## config.mk

```make
export PLATFORM = sky130hd
export DESIGN_NAME = run_length_region_moments
export DESIGN_NICKNAME = d
export VERILOG_FILES = /design/src/hdl/rlrm_pkg.sv /design/src/hdl/run_length_region_moments.sv /design/src/hdl/rlrm_mul.sv /design/src/hdl/rlrm_box.sv
export VERILOG_INCLUDE_DIRS = /design/src /design/src/hdl
export SDC_FILE = /design/constraint.sdc
export NUM_CORES = 2
export LEC_CHECK = 0
export BUFFER_PORTS_ARGS = -buffer_cell sky130_fd_sc_hd__buf_4
export CORE_ASPECT_RATIO = 0.75
export CORE_MARGIN = 2
export CORE_UTILIZATION = 45
export CTS_CLUSTER_DIAMETER = 40
export CTS_CLUSTER_SIZE = 8
export DETAILED_ROUTE_END_ITERATION = 10
export MAX_ROUTING_LAYER = met4
export RECOVER_POWER = 25
export SLEW_MARGIN = 15
export SYNTH_ARGS = -nofsm -noshare
export SYNTH_HDL_FRONTEND = slang
export SYNTH_HIERARCHICAL = 1
export SYNTH_SLANG_ARGS = --single-unit
```

## constraint.sdc

```tcl
create_clock -name i_clk -period 15.24 [get_ports i_clk]
set_clock_uncertainty 0.2 [all_clocks]
set_input_delay 3.048 -clock i_clk [delete_from_list [all_inputs] [get_ports i_clk]]
set_output_delay 3.048 -clock i_clk [all_outputs]
set_load 0.01 [all_outputs]
```

## src/hdl/run_length_region_moments_defines.svh

```systemverilog
// Assertion macros for the run-length region moments block.
// Included by the files that carry concurrent assertions; depends on nothing else.
`ifndef RUN_LENGTH_REGION_MOMENTS_DEFINES_SVH
`define RUN_LENGTH_REGION_MOMENTS_DEFINES_SVH

// Same-cycle implication, disabled while reset is asserted.
`define RLRM_ASSERT_NOW(label, clk, rst_n, ante, cons) \
    label: assert property (@(posedge clk) disable iff (!rst_n) (ante) |-> (cons)) \
        else $error("run_length_region_moments: same-cycle check failed");

// Next-cycle implication, disabled while reset is asserted.
`define RLRM_ASSERT_NEXT(label, clk, rst_n, ante, cons) \
    label: assert property (@(posedge clk) disable iff (!rst_n) (ante) |=> (cons)) \
        else $error("run_length_region_moments: next-cycle check failed");

`endif

```

## src/hdl/rlrm_pkg.sv

```systemverilog
// Shared types, constants and helper functions of the run-length region moments block.
// Depends on nothing; used by the top level and by rlrm_box.
package rlrm_pkg;

    localparam int COORD_BITS_DEF = 12;

    // Pixel count and maximum size register width, fixed by the interface.
    localparam int CNT_BITS = 25;
    localparam logic [CNT_BITS-1:0] COUNT_LIMIT    = 25'h100_0000;
    localparam logic [CNT_BITS-1:0] MAX_SIZE_RESET = 25'h100_0000;

    // Multiplicative inverse of three modulo any power of two, truncated where used.
    localparam logic [63:0] INV3_PATTERN = 64'hAAAA_AAAA_AAAA_AAAB;

    // Widest run length (coordinate width up to 16 plus one), rounded up to whole base-4 digits.
    localparam int MOD3_IN_BITS = 18;

    typedef struct packed {
        logic update;
        logic clear;
    } t_box_ctl;

    // Residue modulo three from the base-4 digit sum, since four leaves remainder one.
    function automatic logic [1:0] mod3(input logic [MOD3_IN_BITS-1:0] v);
        logic [4:0] s;
        logic [2:0] t;
        logic [1:0] r;
        s = '0;
        for (int i = 0; i < MOD3_IN_BITS / 2; i++) begin
            s = s + 5'(v[2*i +: 2]);
        end
        t = 3'(s[1:0]) + 3'(s[3:2]) + 3'(s[4]);
        if (t inside {3'd0, 3'd3, 3'd6}) begin
            r = 2'd0;
        end else if (t inside {3'd1, 3'd4, 3'd7}) begin
            r = 2'd1;
        end else begin
            r = 2'd2;
        end
        return r;
    endfunction

endpackage

```

## src/hdl/run_length_region_moments.sv

```systemverilog
// Top level of the run-length region moments block; uses rlrm_pkg, rlrm_mul, rlrm_box.
// A run that adds moments occupies the block for its accept and nine sequencer steps
// around the shared multiplier; one that adds none for its accept only; a last run then
// waits in the closing step until the output register is free for its totals. No new run
// is taken until the sequencer is idle. Reset is synchronous, active low, clears all
// accumulators and the output valid, and loads max_size with 2^24; no clearing pass.
`include "run_length_region_moments_defines.svh"

module run_length_region_moments import rlrm_pkg::*; #(
    parameter int COORD_BITS = COORD_BITS_DEF
) (
    input  logic                       i_clk,
    input  logic                       i_rst_n,
    // Configuration write port for max_size.
    input  logic                       i_cfg_we,
    input  logic [CNT_BITS-1:0]        i_cfg_wdata,
    // Run input channel.
    input  logic                       i_valid,
    output logic                       o_stall,
    input  logic [COORD_BITS-1:0]      i_run_x,
    input  logic [COORD_BITS-1:0]      i_run_y,
    input  logic [COORD_BITS:0]        i_run_length,
    input  logic                       i_last_run,
    // Region result channel.
    output logic                       o_valid,
    input  logic                       i_stall,
    output logic [CNT_BITS-1:0]        o_pixel_count,
    output logic [COORD_BITS+23:0]     o_sum_x,
    output logic [COORD_BITS+23:0]     o_sum_y,
    output logic [2*COORD_BITS+23:0]   o_sum_xx,
    output logic [2*COORD_BITS+23:0]   o_sum_xy,
    output logic [2*COORD_BITS+23:0]   o_sum_yy,
    output logic [COORD_BITS-1:0]      o_box_left,
    output logic [COORD_BITS-1:0]      o_box_top,
    output logic [COORD_BITS:0]        o_box_width,
    output logic [COORD_BITS:0]        o_box_height,
    output logic                       o_oversize
);

    localparam int LEN_BITS  = COORD_BITS + 1;        // run length
    localparam int FAC_BITS  = COORD_BITS + 2;        // factor 2*len-1
    localparam int TRI_BITS  = 2 * COORD_BITS + 1;    // len*x, len*y, triangular number
    localparam int SUM1_BITS = 2 * COORD_BITS + 2;    // first moment of one run
    localparam int S1_BITS   = COORD_BITS + 24;
    localparam int S2_BITS   = 2 * COORD_BITS + 24;
    localparam int A_BITS    = 2 * COORD_BITS + 3;
    localparam int B_BITS    = FAC_BITS;
    localparam int P_BITS    = A_BITS + B_BITS;
    localparam int RAW_BITS  = CNT_BITS + 1;
    localparam logic [FAC_BITS-1:0] INV3 = INV3_PATTERN[FAC_BITS-1:0];

    // One-hot sequencer. The shared multiplier's product of one step is used in the next.
    typedef enum logic [10:0] {
        S_IDLE  = 11'b000_0000_0001,
        S_DIV3  = 11'b000_0000_0010,
        S_MPAIR = 11'b000_0000_0100,
        S_SQ    = 11'b000_0000_1000,
        S_LX    = 11'b000_0001_0000,
        S_LY    = 11'b000_0010_0000,
        S_S2    = 11'b000_0100_0000,
        S_XY    = 11'b000_1000_0000,
        S_YY    = 11'b001_0000_0000,
        S_WB    = 11'b010_0000_0000,
        S_DONE  = 11'b100_0000_0000
    } t_state;

    t_state r_state, n_state;

    // Configuration and accumulators.
    logic [CNT_BITS-1:0] r_max_size;
    logic [CNT_BITS-1:0] r_count, n_count;
    logic                r_over, n_over;
    logic [S1_BITS-1:0]  r_sumx, n_sumx;
    logic [S1_BITS-1:0]  r_sumy, n_sumy;
    logic [S2_BITS-1:0]  r_sumxx, n_sumxx;
    logic [S2_BITS-1:0]  r_sumxy, n_sumxy;
    logic [S2_BITS-1:0]  r_sumyy, n_sumyy;

    // The run being worked on and intermediate terms.
    logic [COORD_BITS-1:0] r_x;
    logic [COORD_BITS-1:0] r_y;
    logic [LEN_BITS-1:0]   r_len;
    logic                  r_last;
    logic [1:0]            r_mod3;
    logic [FAC_BITS-1:0]   r_fc;
    logic [TRI_BITS-1:0]   r_tri;
    logic [SUM1_BITS-1:0]  r_s1;
    logic [TRI_BITS-1:0]   r_ly;

    // Output register.
    logic                  r_out_valid;
    logic [CNT_BITS-1:0]   r_o_count;
    logic [S1_BITS-1:0]    r_o_sumx;
    logic [S1_BITS-1:0]    r_o_sumy;
    logic [S2_BITS-1:0]    r_o_sumxx;
    logic [S2_BITS-1:0]    r_o_sumxy;
    logic [S2_BITS-1:0]    r_o_sumyy;
    logic [COORD_BITS-1:0] r_o_left;
    logic [COORD_BITS-1:0] r_o_top;
    logic [LEN_BITS-1:0]   r_o_width;
    logic [LEN_BITS-1:0]   r_o_height;
    logic                  r_o_over;

    logic                  in_fire;
    logic                  done_fire;
    logic [RAW_BITS-1:0]   raw;
    logic                  over_in;
    logic                  add_in;
    logic [A_BITS-1:0]     mul_a;
    logic [B_BITS-1:0]     mul_b;
    logic [P_BITS-1:0]     r_prod;
    logic [LEN_BITS-1:0]   len_m1;
    logic [FAC_BITS-1:0]   fac_c;
    logic [LEN_BITS-1:0]   a_h;
    logic [LEN_BITS-1:0]   b_h;
    logic [FAC_BITS-1:0]   div3_in;
    logic [FAC_BITS-1:0]   quot3;
    logic [LEN_BITS-1:0]   fa;
    logic [LEN_BITS-1:0]   fb;
    logic [FAC_BITS-1:0]   fc;
    logic [TRI_BITS-1:0]   pair;
    logic [TRI_BITS-1:0]   tri_n;
    t_box_ctl              box_ctl;
    logic [COORD_BITS-1:0] box_left;
    logic [COORD_BITS-1:0] box_top;
    logic [LEN_BITS-1:0]   box_width;
    logic [LEN_BITS-1:0]   box_height;

    // Runs are taken only while the sequencer is idle. A finished result may still wait in
    // the output register meanwhile; only a last run waits for that register to free up.
    assign o_stall   = (r_state != S_IDLE);
    assign in_fire   = i_valid && (r_state == S_IDLE);
    assign done_fire = (r_state == S_DONE) && (!r_out_valid || !i_stall);

    // The oversize decision uses the unsaturated count including this run.
    assign raw     = RAW_BITS'(r_count) + RAW_BITS'(i_run_length);
    assign over_in = r_over || (raw > RAW_BITS'(r_max_size));
    assign add_in  = !over_in && (i_run_length != '0);

    // The sum of squares 0..len-1 is (len-1)*len*(2len-1)/6. The even one of the first two
    // factors is halved, and the factor that three divides is divided exactly by multiplying
    // with the inverse of three. The same halved pair, times three where that pair took the
    // division, is the triangular number len*(len-1)/2.
    assign len_m1 = r_len - LEN_BITS'(1);
    assign fac_c  = {r_len, 1'b0} - FAC_BITS'(1);
    assign a_h    = r_len[0] ? (len_m1 >> 1) : len_m1;
    assign b_h    = r_len[0] ? r_len : (r_len >> 1);

    always_comb begin
        case (r_mod3)
            2'd0:    div3_in = FAC_BITS'(b_h);
            2'd1:    div3_in = FAC_BITS'(a_h);
            default: div3_in = fac_c;
        endcase
    end

    assign quot3 = r_prod[FAC_BITS-1:0];
    assign fa    = (r_mod3 == 2'd1) ? quot3[LEN_BITS-1:0] : a_h;
    assign fb    = (r_mod3 == 2'd0) ? quot3[LEN_BITS-1:0] : b_h;
    assign fc    = (r_mod3 == 2'd2) ? quot3 : fac_c;
    assign pair  = r_prod[TRI_BITS-1:0];
    assign tri_n = (r_mod3 == 2'd2) ? pair : pair + {pair[TRI_BITS-2:0], 1'b0};

    // Sequencer. Per run: sum x = len*x + tri, sum xx = x*(sum x + tri) + sq,
    // sum xy = y * sum x, sum y = len*y, sum yy = y*(len*y).
    always_comb begin
        n_state = r_state;
        n_count = r_count;
        n_over  = r_over;
        n_sumx  = r_sumx;
        n_sumy  = r_sumy;
        n_sumxx = r_sumxx;
        n_sumxy = r_sumxy;
        n_sumyy = r_sumyy;
        mul_a   = '0;
        mul_b   = '0;
        case (r_state)
            S_IDLE: begin
                if (in_fire) begin
                    n_count = (raw > RAW_BITS'(COUNT_LIMIT)) ? COUNT_LIMIT
                                                             : raw[CNT_BITS-1:0];
                    n_over  = over_in;
                    if (add_in) begin
                        n_state = S_DIV3;
                    end else if (i_last_run) begin
                        n_state = S_DONE;
                    end
                end
            end
            S_DIV3: begin
                mul_a   = A_BITS'(div3_in);
                mul_b   = INV3;
                n_state = S_MPAIR;
            end
            S_MPAIR: begin
                mul_a   = A_BITS'(fa);
                mul_b   = B_BITS'(fb);
                n_state = S_SQ;
            end
            S_SQ: begin
                mul_a   = A_BITS'(pair);
                mul_b   = r_fc;
                n_state = S_LX;
            end
            S_LX: begin
                n_sumxx = r_sumxx + S2_BITS'(r_prod);
                mul_a   = A_BITS'(r_len);
                mul_b   = B_BITS'(r_x);
                n_state = S_LY;
            end
            S_LY: begin
                mul_a   = A_BITS'(r_len);
                mul_b   = B_BITS'(r_y);
                n_state = S_S2;
            end
            S_S2: begin
                n_sumy  = r_sumy + S1_BITS'(r_prod[TRI_BITS-1:0]);
                n_sumx  = r_sumx + S1_BITS'(r_s1);
                mul_a   = A_BITS'(r_s1) + A_BITS'(r_tri);
                mul_b   = B_BITS'(r_x);
                n_state = S_XY;
            end
            S_XY: begin
                n_sumxx = r_sumxx + S2_BITS'(r_prod);
                mul_a   = A_BITS'(r_s1);
                mul_b   = B_BITS'(r_y);
                n_state = S_YY;
            end
            S_YY: begin
                n_sumxy = r_sumxy + S2_BITS'(r_prod);
                mul_a   = A_BITS'(r_ly);
                mul_b   = B_BITS'(r_y);
                n_state = S_WB;
            end
            S_WB: begin
                n_sumyy = r_sumyy + S2_BITS'(r_prod);
                n_state = r_last ? S_DONE : S_IDLE;
            end
            S_DONE: begin
                // The totals move to the output register and the region starts afresh.
                if (done_fire) begin
                    n_count = '0;
                    n_over  = 1'b0;
                    n_sumx  = '0;
                    n_sumy  = '0;
                    n_sumxx = '0;
                    n_sumxy = '0;
                    n_sumyy = '0;
                    n_state = S_IDLE;
                end
            end
            default: begin
                n_state = S_IDLE;
            end
        endcase
    end

    always_ff @(posedge i_clk) begin
        if (!i_rst_n) begin
            r_state    <= S_IDLE;
            r_max_size <= MAX_SIZE_RESET;
            r_count    <= '0;
            r_over     <= 1'b0;
            r_sumx     <= '0;
            r_sumy     <= '0;
            r_sumxx    <= '0;
            r_sumxy    <= '0;
            r_sumyy    <= '0;
        end else begin
            r_state <= n_state;
            if (i_cfg_we) begin
                r_max_size <= i_cfg_wdata;
            end
            r_count <= n_count;
            r_over  <= n_over;
            r_sumx  <= n_sumx;
            r_sumy  <= n_sumy;
            r_sumxx <= n_sumxx;
            r_sumxy <= n_sumxy;
            r_sumyy <= n_sumyy;
        end
    end

    // Run payload and intermediate terms carry no reset.
    always_ff @(posedge i_clk) begin
        if (in_fire) begin
            r_x    <= i_run_x;
            r_y    <= i_run_y;
            r_len  <= i_run_length;
            r_last <= i_last_run;
            r_mod3 <= mod3(MOD3_IN_BITS'(i_run_length));
        end
        if (r_state == S_MPAIR) begin
            r_fc <= fc;
        end
        if (r_state == S_SQ) begin
            r_tri <= tri_n;
        end
        if (r_state == S_LY) begin
            r_s1 <= SUM1_BITS'(r_prod[TRI_BITS-1:0]) + SUM1_BITS'(r_tri);
        end
        if (r_state == S_S2) begin
            r_ly <= r_prod[TRI_BITS-1:0];
        end
    end

    // Output register: loaded when the region closes, cleared when its beat is taken.
    always_ff @(posedge i_clk) begin
        if (!i_rst_n) begin
            r_out_valid <= 1'b0;
        end else if (done_fire) begin
            r_out_valid <= 1'b1;
        end else if (!i_stall) begin
            r_out_valid <= 1'b0;
        end
    end

    always_ff @(posedge i_clk) begin
        if (done_fire) begin
            r_o_count  <= r_count;
            r_o_sumx   <= r_sumx;
            r_o_sumy   <= r_sumy;
            r_o_sumxx  <= r_sumxx;
            r_o_sumxy  <= r_sumxy;
            r_o_sumyy  <= r_sumyy;
            r_o_left   <= box_left;
            r_o_top    <= box_top;
            r_o_width  <= box_width;
            r_o_height <= box_height;
            r_o_over   <= r_over;
        end
    end

    rlrm_mul #(
        .A_BITS (A_BITS),
        .B_BITS (B_BITS)
    ) u_mul (
        .i_clk (i_clk),
        .i_a   (mul_a),
        .i_b   (mul_b),
        .o_p   (r_prod)
    );

    // The box takes every accepted run, oversize or empty ones too.
    assign box_ctl.update = in_fire;
    assign box_ctl.clear  = done_fire;

    rlrm_box #(
        .COORD_BITS (COORD_BITS)
    ) u_box (
        .i_clk    (i_clk),
        .i_rst_n  (i_rst_n),
        .i_ctl    (box_ctl),
        .i_x      (i_run_x),
        .i_y      (i_run_y),
        .i_len    (i_run_length),
        .o_left   (box_left),
        .o_top    (box_top),
        .o_width  (box_width),
        .o_height (box_height)
    );

    assign o_valid       = r_out_valid;
    assign o_pixel_count = r_o_count;
    assign o_sum_x       = r_o_sumx;
    assign o_sum_y       = r_o_sumy;
    assign o_sum_xx      = r_o_sumxx;
    assign o_sum_xy      = r_o_sumxy;
    assign o_sum_yy      = r_o_sumyy;
    assign o_box_left    = r_o_left;
    assign o_box_top     = r_o_top;
    assign o_box_width   = r_o_width;
    assign o_box_height  = r_o_height;
    assign o_oversize    = r_o_over;

    // Closing a region fills the output register and returns the count and flag to zero.
    `RLRM_ASSERT_NEXT(a_done_clears, i_clk, i_rst_n, done_fire, r_out_valid && (r_count == '0) && !r_over)
    // Once a region is oversize its moments stay frozen until the region closes; checked on sum x, xx and yy.
    `RLRM_ASSERT_NEXT(a_over_freezes, i_clk, i_rst_n, r_over && (r_state != S_DONE), $stable(r_sumx) && $stable(r_sumxx) && $stable(r_sumyy))
    // A new result appears only out of the closing step.
    `RLRM_ASSERT_NOW(a_out_from_done, i_clk, i_rst_n, $rose(r_out_valid), $past(r_state == S_DONE))
    // The pixel count saturates at its limit.
    `RLRM_ASSERT_NOW(a_count_sat, i_clk, i_rst_n, 1'b1, r_count <= COUNT_LIMIT)

endmodule

```

## src/hdl/rlrm_mul.sv

```systemverilog
// Shared multiplier of the run-length region moments block, product registered.
// Depends on nothing; instanced once by the top level.
module rlrm_mul #(
    parameter int A_BITS = 27,
    parameter int B_BITS = 14
) (
    input  logic                     i_clk,
    input  logic [A_BITS-1:0]        i_a,
    input  logic [B_BITS-1:0]        i_b,
    output logic [A_BITS+B_BITS-1:0] o_p
);

    logic [A_BITS+B_BITS-1:0] r_p;

    always_ff @(posedge i_clk) begin
        r_p <= (A_BITS+B_BITS)'(i_a) * (A_BITS+B_BITS)'(i_b);
    end

    assign o_p = r_p;

endmodule

```

## src/hdl/rlrm_box.sv

```systemverilog
// Bounding box tracker of the run-length region moments block.
// Depends on rlrm_pkg for the control struct.
module rlrm_box import rlrm_pkg::*; #(
    parameter int COORD_BITS = COORD_BITS_DEF
) (
    input  logic                  i_clk,
    input  logic                  i_rst_n,
    input  t_box_ctl              i_ctl,
    input  logic [COORD_BITS-1:0] i_x,
    input  logic [COORD_BITS-1:0] i_y,
    input  logic [COORD_BITS:0]   i_len,
    output logic [COORD_BITS-1:0] o_left,
    output logic [COORD_BITS-1:0] o_top,
    output logic [COORD_BITS:0]   o_width,
    output logic [COORD_BITS:0]   o_height
);

    localparam int EXT_BITS = COORD_BITS + 1;

    logic [COORD_BITS-1:0] r_left;
    logic [COORD_BITS-1:0] r_top;
    logic [EXT_BITS-1:0]   r_right;
    logic [COORD_BITS-1:0] r_bottom;
    logic [EXT_BITS:0]     end_sum;
    logic [EXT_BITS-1:0]   end_sat;

    // The run end saturates to all ones when it does not fit.
    assign end_sum = (EXT_BITS+1)'(i_x) + (EXT_BITS+1)'(i_len);
    assign end_sat = end_sum[EXT_BITS] ? '1 : end_sum[EXT_BITS-1:0];

    always_ff @(posedge i_clk) begin
        if (!i_rst_n || i_ctl.clear) begin
            r_left   <= '1;
            r_top    <= '1;
            r_right  <= '0;
            r_bottom <= '0;
        end else if (i_ctl.update) begin
            if (i_x < r_left) begin
                r_left <= i_x;
            end
            if (i_y < r_top) begin
                r_top <= i_y;
            end
            if (end_sat > r_right) begin
                r_right <= end_sat;
            end
            if (i_y > r_bottom) begin
                r_bottom <= i_y;
            end
        end
    end

    assign o_left   = r_left;
    assign o_top    = r_top;
    assign o_width  = r_right - EXT_BITS'(r_left);
    assign o_height = EXT_BITS'(r_bottom) - EXT_BITS'(r_top) + EXT_BITS'(1);

endmodule
```

==> flow_metrics.py <==
metrics = {
    "run_status": {
        "run_status": "finished, violations left",
        "violations": "capacitance limit, slew limit",
    },
    "floorplanning": {
        "start_util": 0.452,
        "rows": 112,
        "boundaryPins": 362,
        "core_sq_mm": 0.124,
        "die_h_microns": 309,
        "die_area_sq_mm": 0.127,
        "die_width_microns": 411,
    },
    "logic_synthesis": {
        "yosys.area.top_type": "edfxtp_1",
        "yosys-top-cells-area": "edfxtp_1, dfxtp_1, fa_1, ha_1, nand2_1",
        "synth_fp_nets": 6658,
        "synth-seq-area-share": 0.358,
        "synth_area_per_cell_sq_um": 9.68,
        "netlist_instances": 5782,
        "ys.flop_type": "edfxtp_1",
        "synth_warnings": 6,
        "yosysMostFrequentCell": "nand2_1",
        "synth_common_cells": "nand2_1, inv_1, ha_1",
        "syn_area_sq_mm": 0.0560,
        "ys_types": 101,
        "synth_edf_count": 422,
        "ys_ff_latch": 791,
        "synth_top_cell_area_share": 0.226,
        "synthArstFlopShare": 0,
    },
    "global_route": {
        "grt_max_degree": 75,
        "grt-busiest-layer": "met1",
        "grt.total_usage": 0.266,
        "grt_util_met1": 0.382,
        "grt_pass1_vias": 43125,
        "use_met2": 0.379,
        "grt_pass1_wl_mm": 255,
        "globalRouteMet3Util": 0.0518,
        "antenna_found_initial": 1,
        "grt_overflow": 0,
    },
    "cts": {
        "clockBufferDepth": 3,
        "clockRootBuffer": "clkbuf_16",
        "post_cts_buffers": 0,
        "cts_resized": 0,
        "path_clk_slew_ns": 0.05,
        "clock-sinks": 791,
        "cts_tree": "built",
        "cts_hold_buf": 0,
        "cts-buffers-inserted": 134,
        "clk_latency_ns": 0.76,
        "htreeDepth": 4,
    },
    "critical_path": {
        "endpoint_kind": "flop",
        "crit_path_start_kind": "flop",
        "endpoint": "u_mul/o_p[37]",
        "reg2regPathDepth": 28,
        "cp.required_ns": 15.71,
        "crit_arrival_ns": 11.21,
        "crit_type": "flop to flop",
        "reg2reg_setup_slack_ns": 4.50,
        "cpMaxStageDelayCell": "clkbuf_1",
        "path_max_fanout": 36,
        "slowest_delay_ns": 1.63,
        "critPathLaunch": "r_state[8]",
        "cp_common_cell": "fa_1",
        "r2r-start": "r_state[8]",
        "r2r-end": "u_mul/o_p[37]",
    },
    "sta": {
        "rsz0062_at_grt": "no",
        "hold_viol": 0,
        "tightest_slew_ns": 2.30,
        "slew_headroom": -0.534,
        "max_freq_mhz": 93.1,
        "fin_crit_sh": 0.705,
        "slew_violations": 110,
        "finalSetupViolCount": 0,
        "fin_setup_tns_ns": 0,
        "fin_crit_ns": 10.74,
    },
    "drt": {
        "drtIter0Drc": 3702,
        "drt-pass1-iter-count": 6,
        "via_per_inst": 5.65,
        "totalWireLength_mm": 166,
        "drc_errors": 0,
        "wl_per_cell_microns": 21.0,
        "drtAntennaViolNets": 0,
        "num_vias": 44677,
    },
    "power_and_ir_drop": {
        "leakage_nw": 29.0,
        "p_total_w": 0.00591,
        "p_per_area_mw_per_mm2": 91.3,
        "ir_worst_vdd_uv": 122,
    },
    "finish": {
        "nets": 7022,
        "nFillCells": 11425,
        "seq_area_sq_mm": 0.0201,
        "drive_gt1_frac": 0.109,
        "syn_to_final_growth_pct": 15.7,
        "multi_input_area_sq_mm": 0.0333,
    },
    "placed_design": {
        "place.gp.congestion": 0.956,
        "port-buffer-count": 361,
        "hpwl_mm": 126,
    },
    "min_path": {
        "hold_path_class": "flop to flop",
    },
    "run": {
        "cap_viol_max_count": 3,
    },
}
where the power goes:
part           switching [W]  internal, W
combinational       0.000429     0.000259
clock                0.00105      0.00183
sequential         0.0000507      0.00230
total                0.00153      0.00439
kinds of logic after synthesis:
family,after synthesis,share of synthesized area
muxes,73,0.0131
buffers and inverters,711,0.0482
adders and majority gates,808,0.223
xor gates and xnor gates,338,0.0529
and+or+nand+nor,1661,0.141
AOI/OAI and AO/OA,1400,0.163
DFF,791,0.358
how the worst min path moves through the flow:
| stage | startpoint | to | slack, ns | depth (start not counted) |
|---|---|---|---|---|
| 5_1_grt | u_box/o_top[6] | o_box_top[6] | 0.26 | 0 |
| 2_1_floorplan | r_count[16] | o_pixel_count[16] | 0.21 | 0 |
| 4_1_cts | r_sumy[10] | o_sum_y[10] | 0.25 | 0 |
| 6_report | r_sumy[10] | o_sum_y[10] | 0.25 | 0 |
| 3_5_place_dp | r_sumxx[47] | o_sum_xx[47] | 0.24 | 0 |
| 3_3_place_gp | r_sumxy[47] | o_sum_xy[47] | 0.24 | 0 |
critical path, delay by kind of cell, from the launching register on:
kind / cells / cell delay, ns
XOR/XNOR: 1 / 0.15
AND/OR/NAND/NOR: 8 / 2.29
buffers and inverters: 7 / 2.40
AO/OA/AOI/OAI: 5 / 1.59
flip-flops: 1 / 0.46
adder cells (fa/ha/maj): 7 / 3.49
cell type report:
class | count | area share
Tap cell | 1653 | 0.0319
Timing Repair Buffer | 438 | 0.0500
Multi-Input combinational cell | 4280 | 0.514
Inverter | 501 | 0.0292
Clock buffer | 205 | 0.0591
Antenna cell | 2 | 0.0000773
Clock inverter | 37 | 0.00633
Sequential cell | 791 | 0.310
per-layer routing:
metal  vias up  share of wire
met5         -              0
met3       201          0.074
met1     21771           0.48
li1      21229              -
met2      1476           0.42
met4         0          0.023
registers in the layout (all words and copies together) (netlist names), 26 cells and up:
signal,cells
r_s1,26
o_sum_y,36
o_sum_x,36
r_sumx,36
o_sum_xy,48
o_sum_xx,48
o_sum_yy,48
r_sumy,36
r_sumyy,48
r_sumxy,48
u_mul/o_p,41
r_sumxx,48
metrics by stage:
| step | area, sq um | hold slack (ns) | cells | worst slack, ns | util |
|---|---|---|---|---|---|
| 2_1_floorplan | 56000 | 0.206 | 5782 | 4.00 | - |
| 3_3_place_gp | 60600 | 0.238 | 7663 | 5.64 | 0.489 |
| 3_5_place_dp | 60600 | 0.242 | 7663 | 5.52 | 0.489 |
| 4_1_cts | 64800 | 0.254 | 7905 | 5.47 | 0.523 |
| 5_1_grt | 64800 | 0.264 | 7906 | 3.98 | 0.523 |
| 6_report | 64800 | 0.252 | 7907 | 4.50 | 0.523 |
cell usage in the layout, fill, tap and decap left out, types with 170 or more instances in the layout:
cell type | Yosys | routed
edfxtp_1 | 422 | 422
ha_1 | 489 | 489
nor2_1 | 389 | 388
a21o_1 | 170 | 170
and2_1 | 191 | 190
a21oi_1 | 401 | 400
inv_1 | 496 | 496
o21ai_0 | 314 | 307
fa_1 | 319 | 319
buf_4 | 1 | 425
nand2_1 | 570 | 567
dfxtp_1 | 369 | 369
xnor2_1 | 208 | 208
Power figures use the tool's default switching activity.
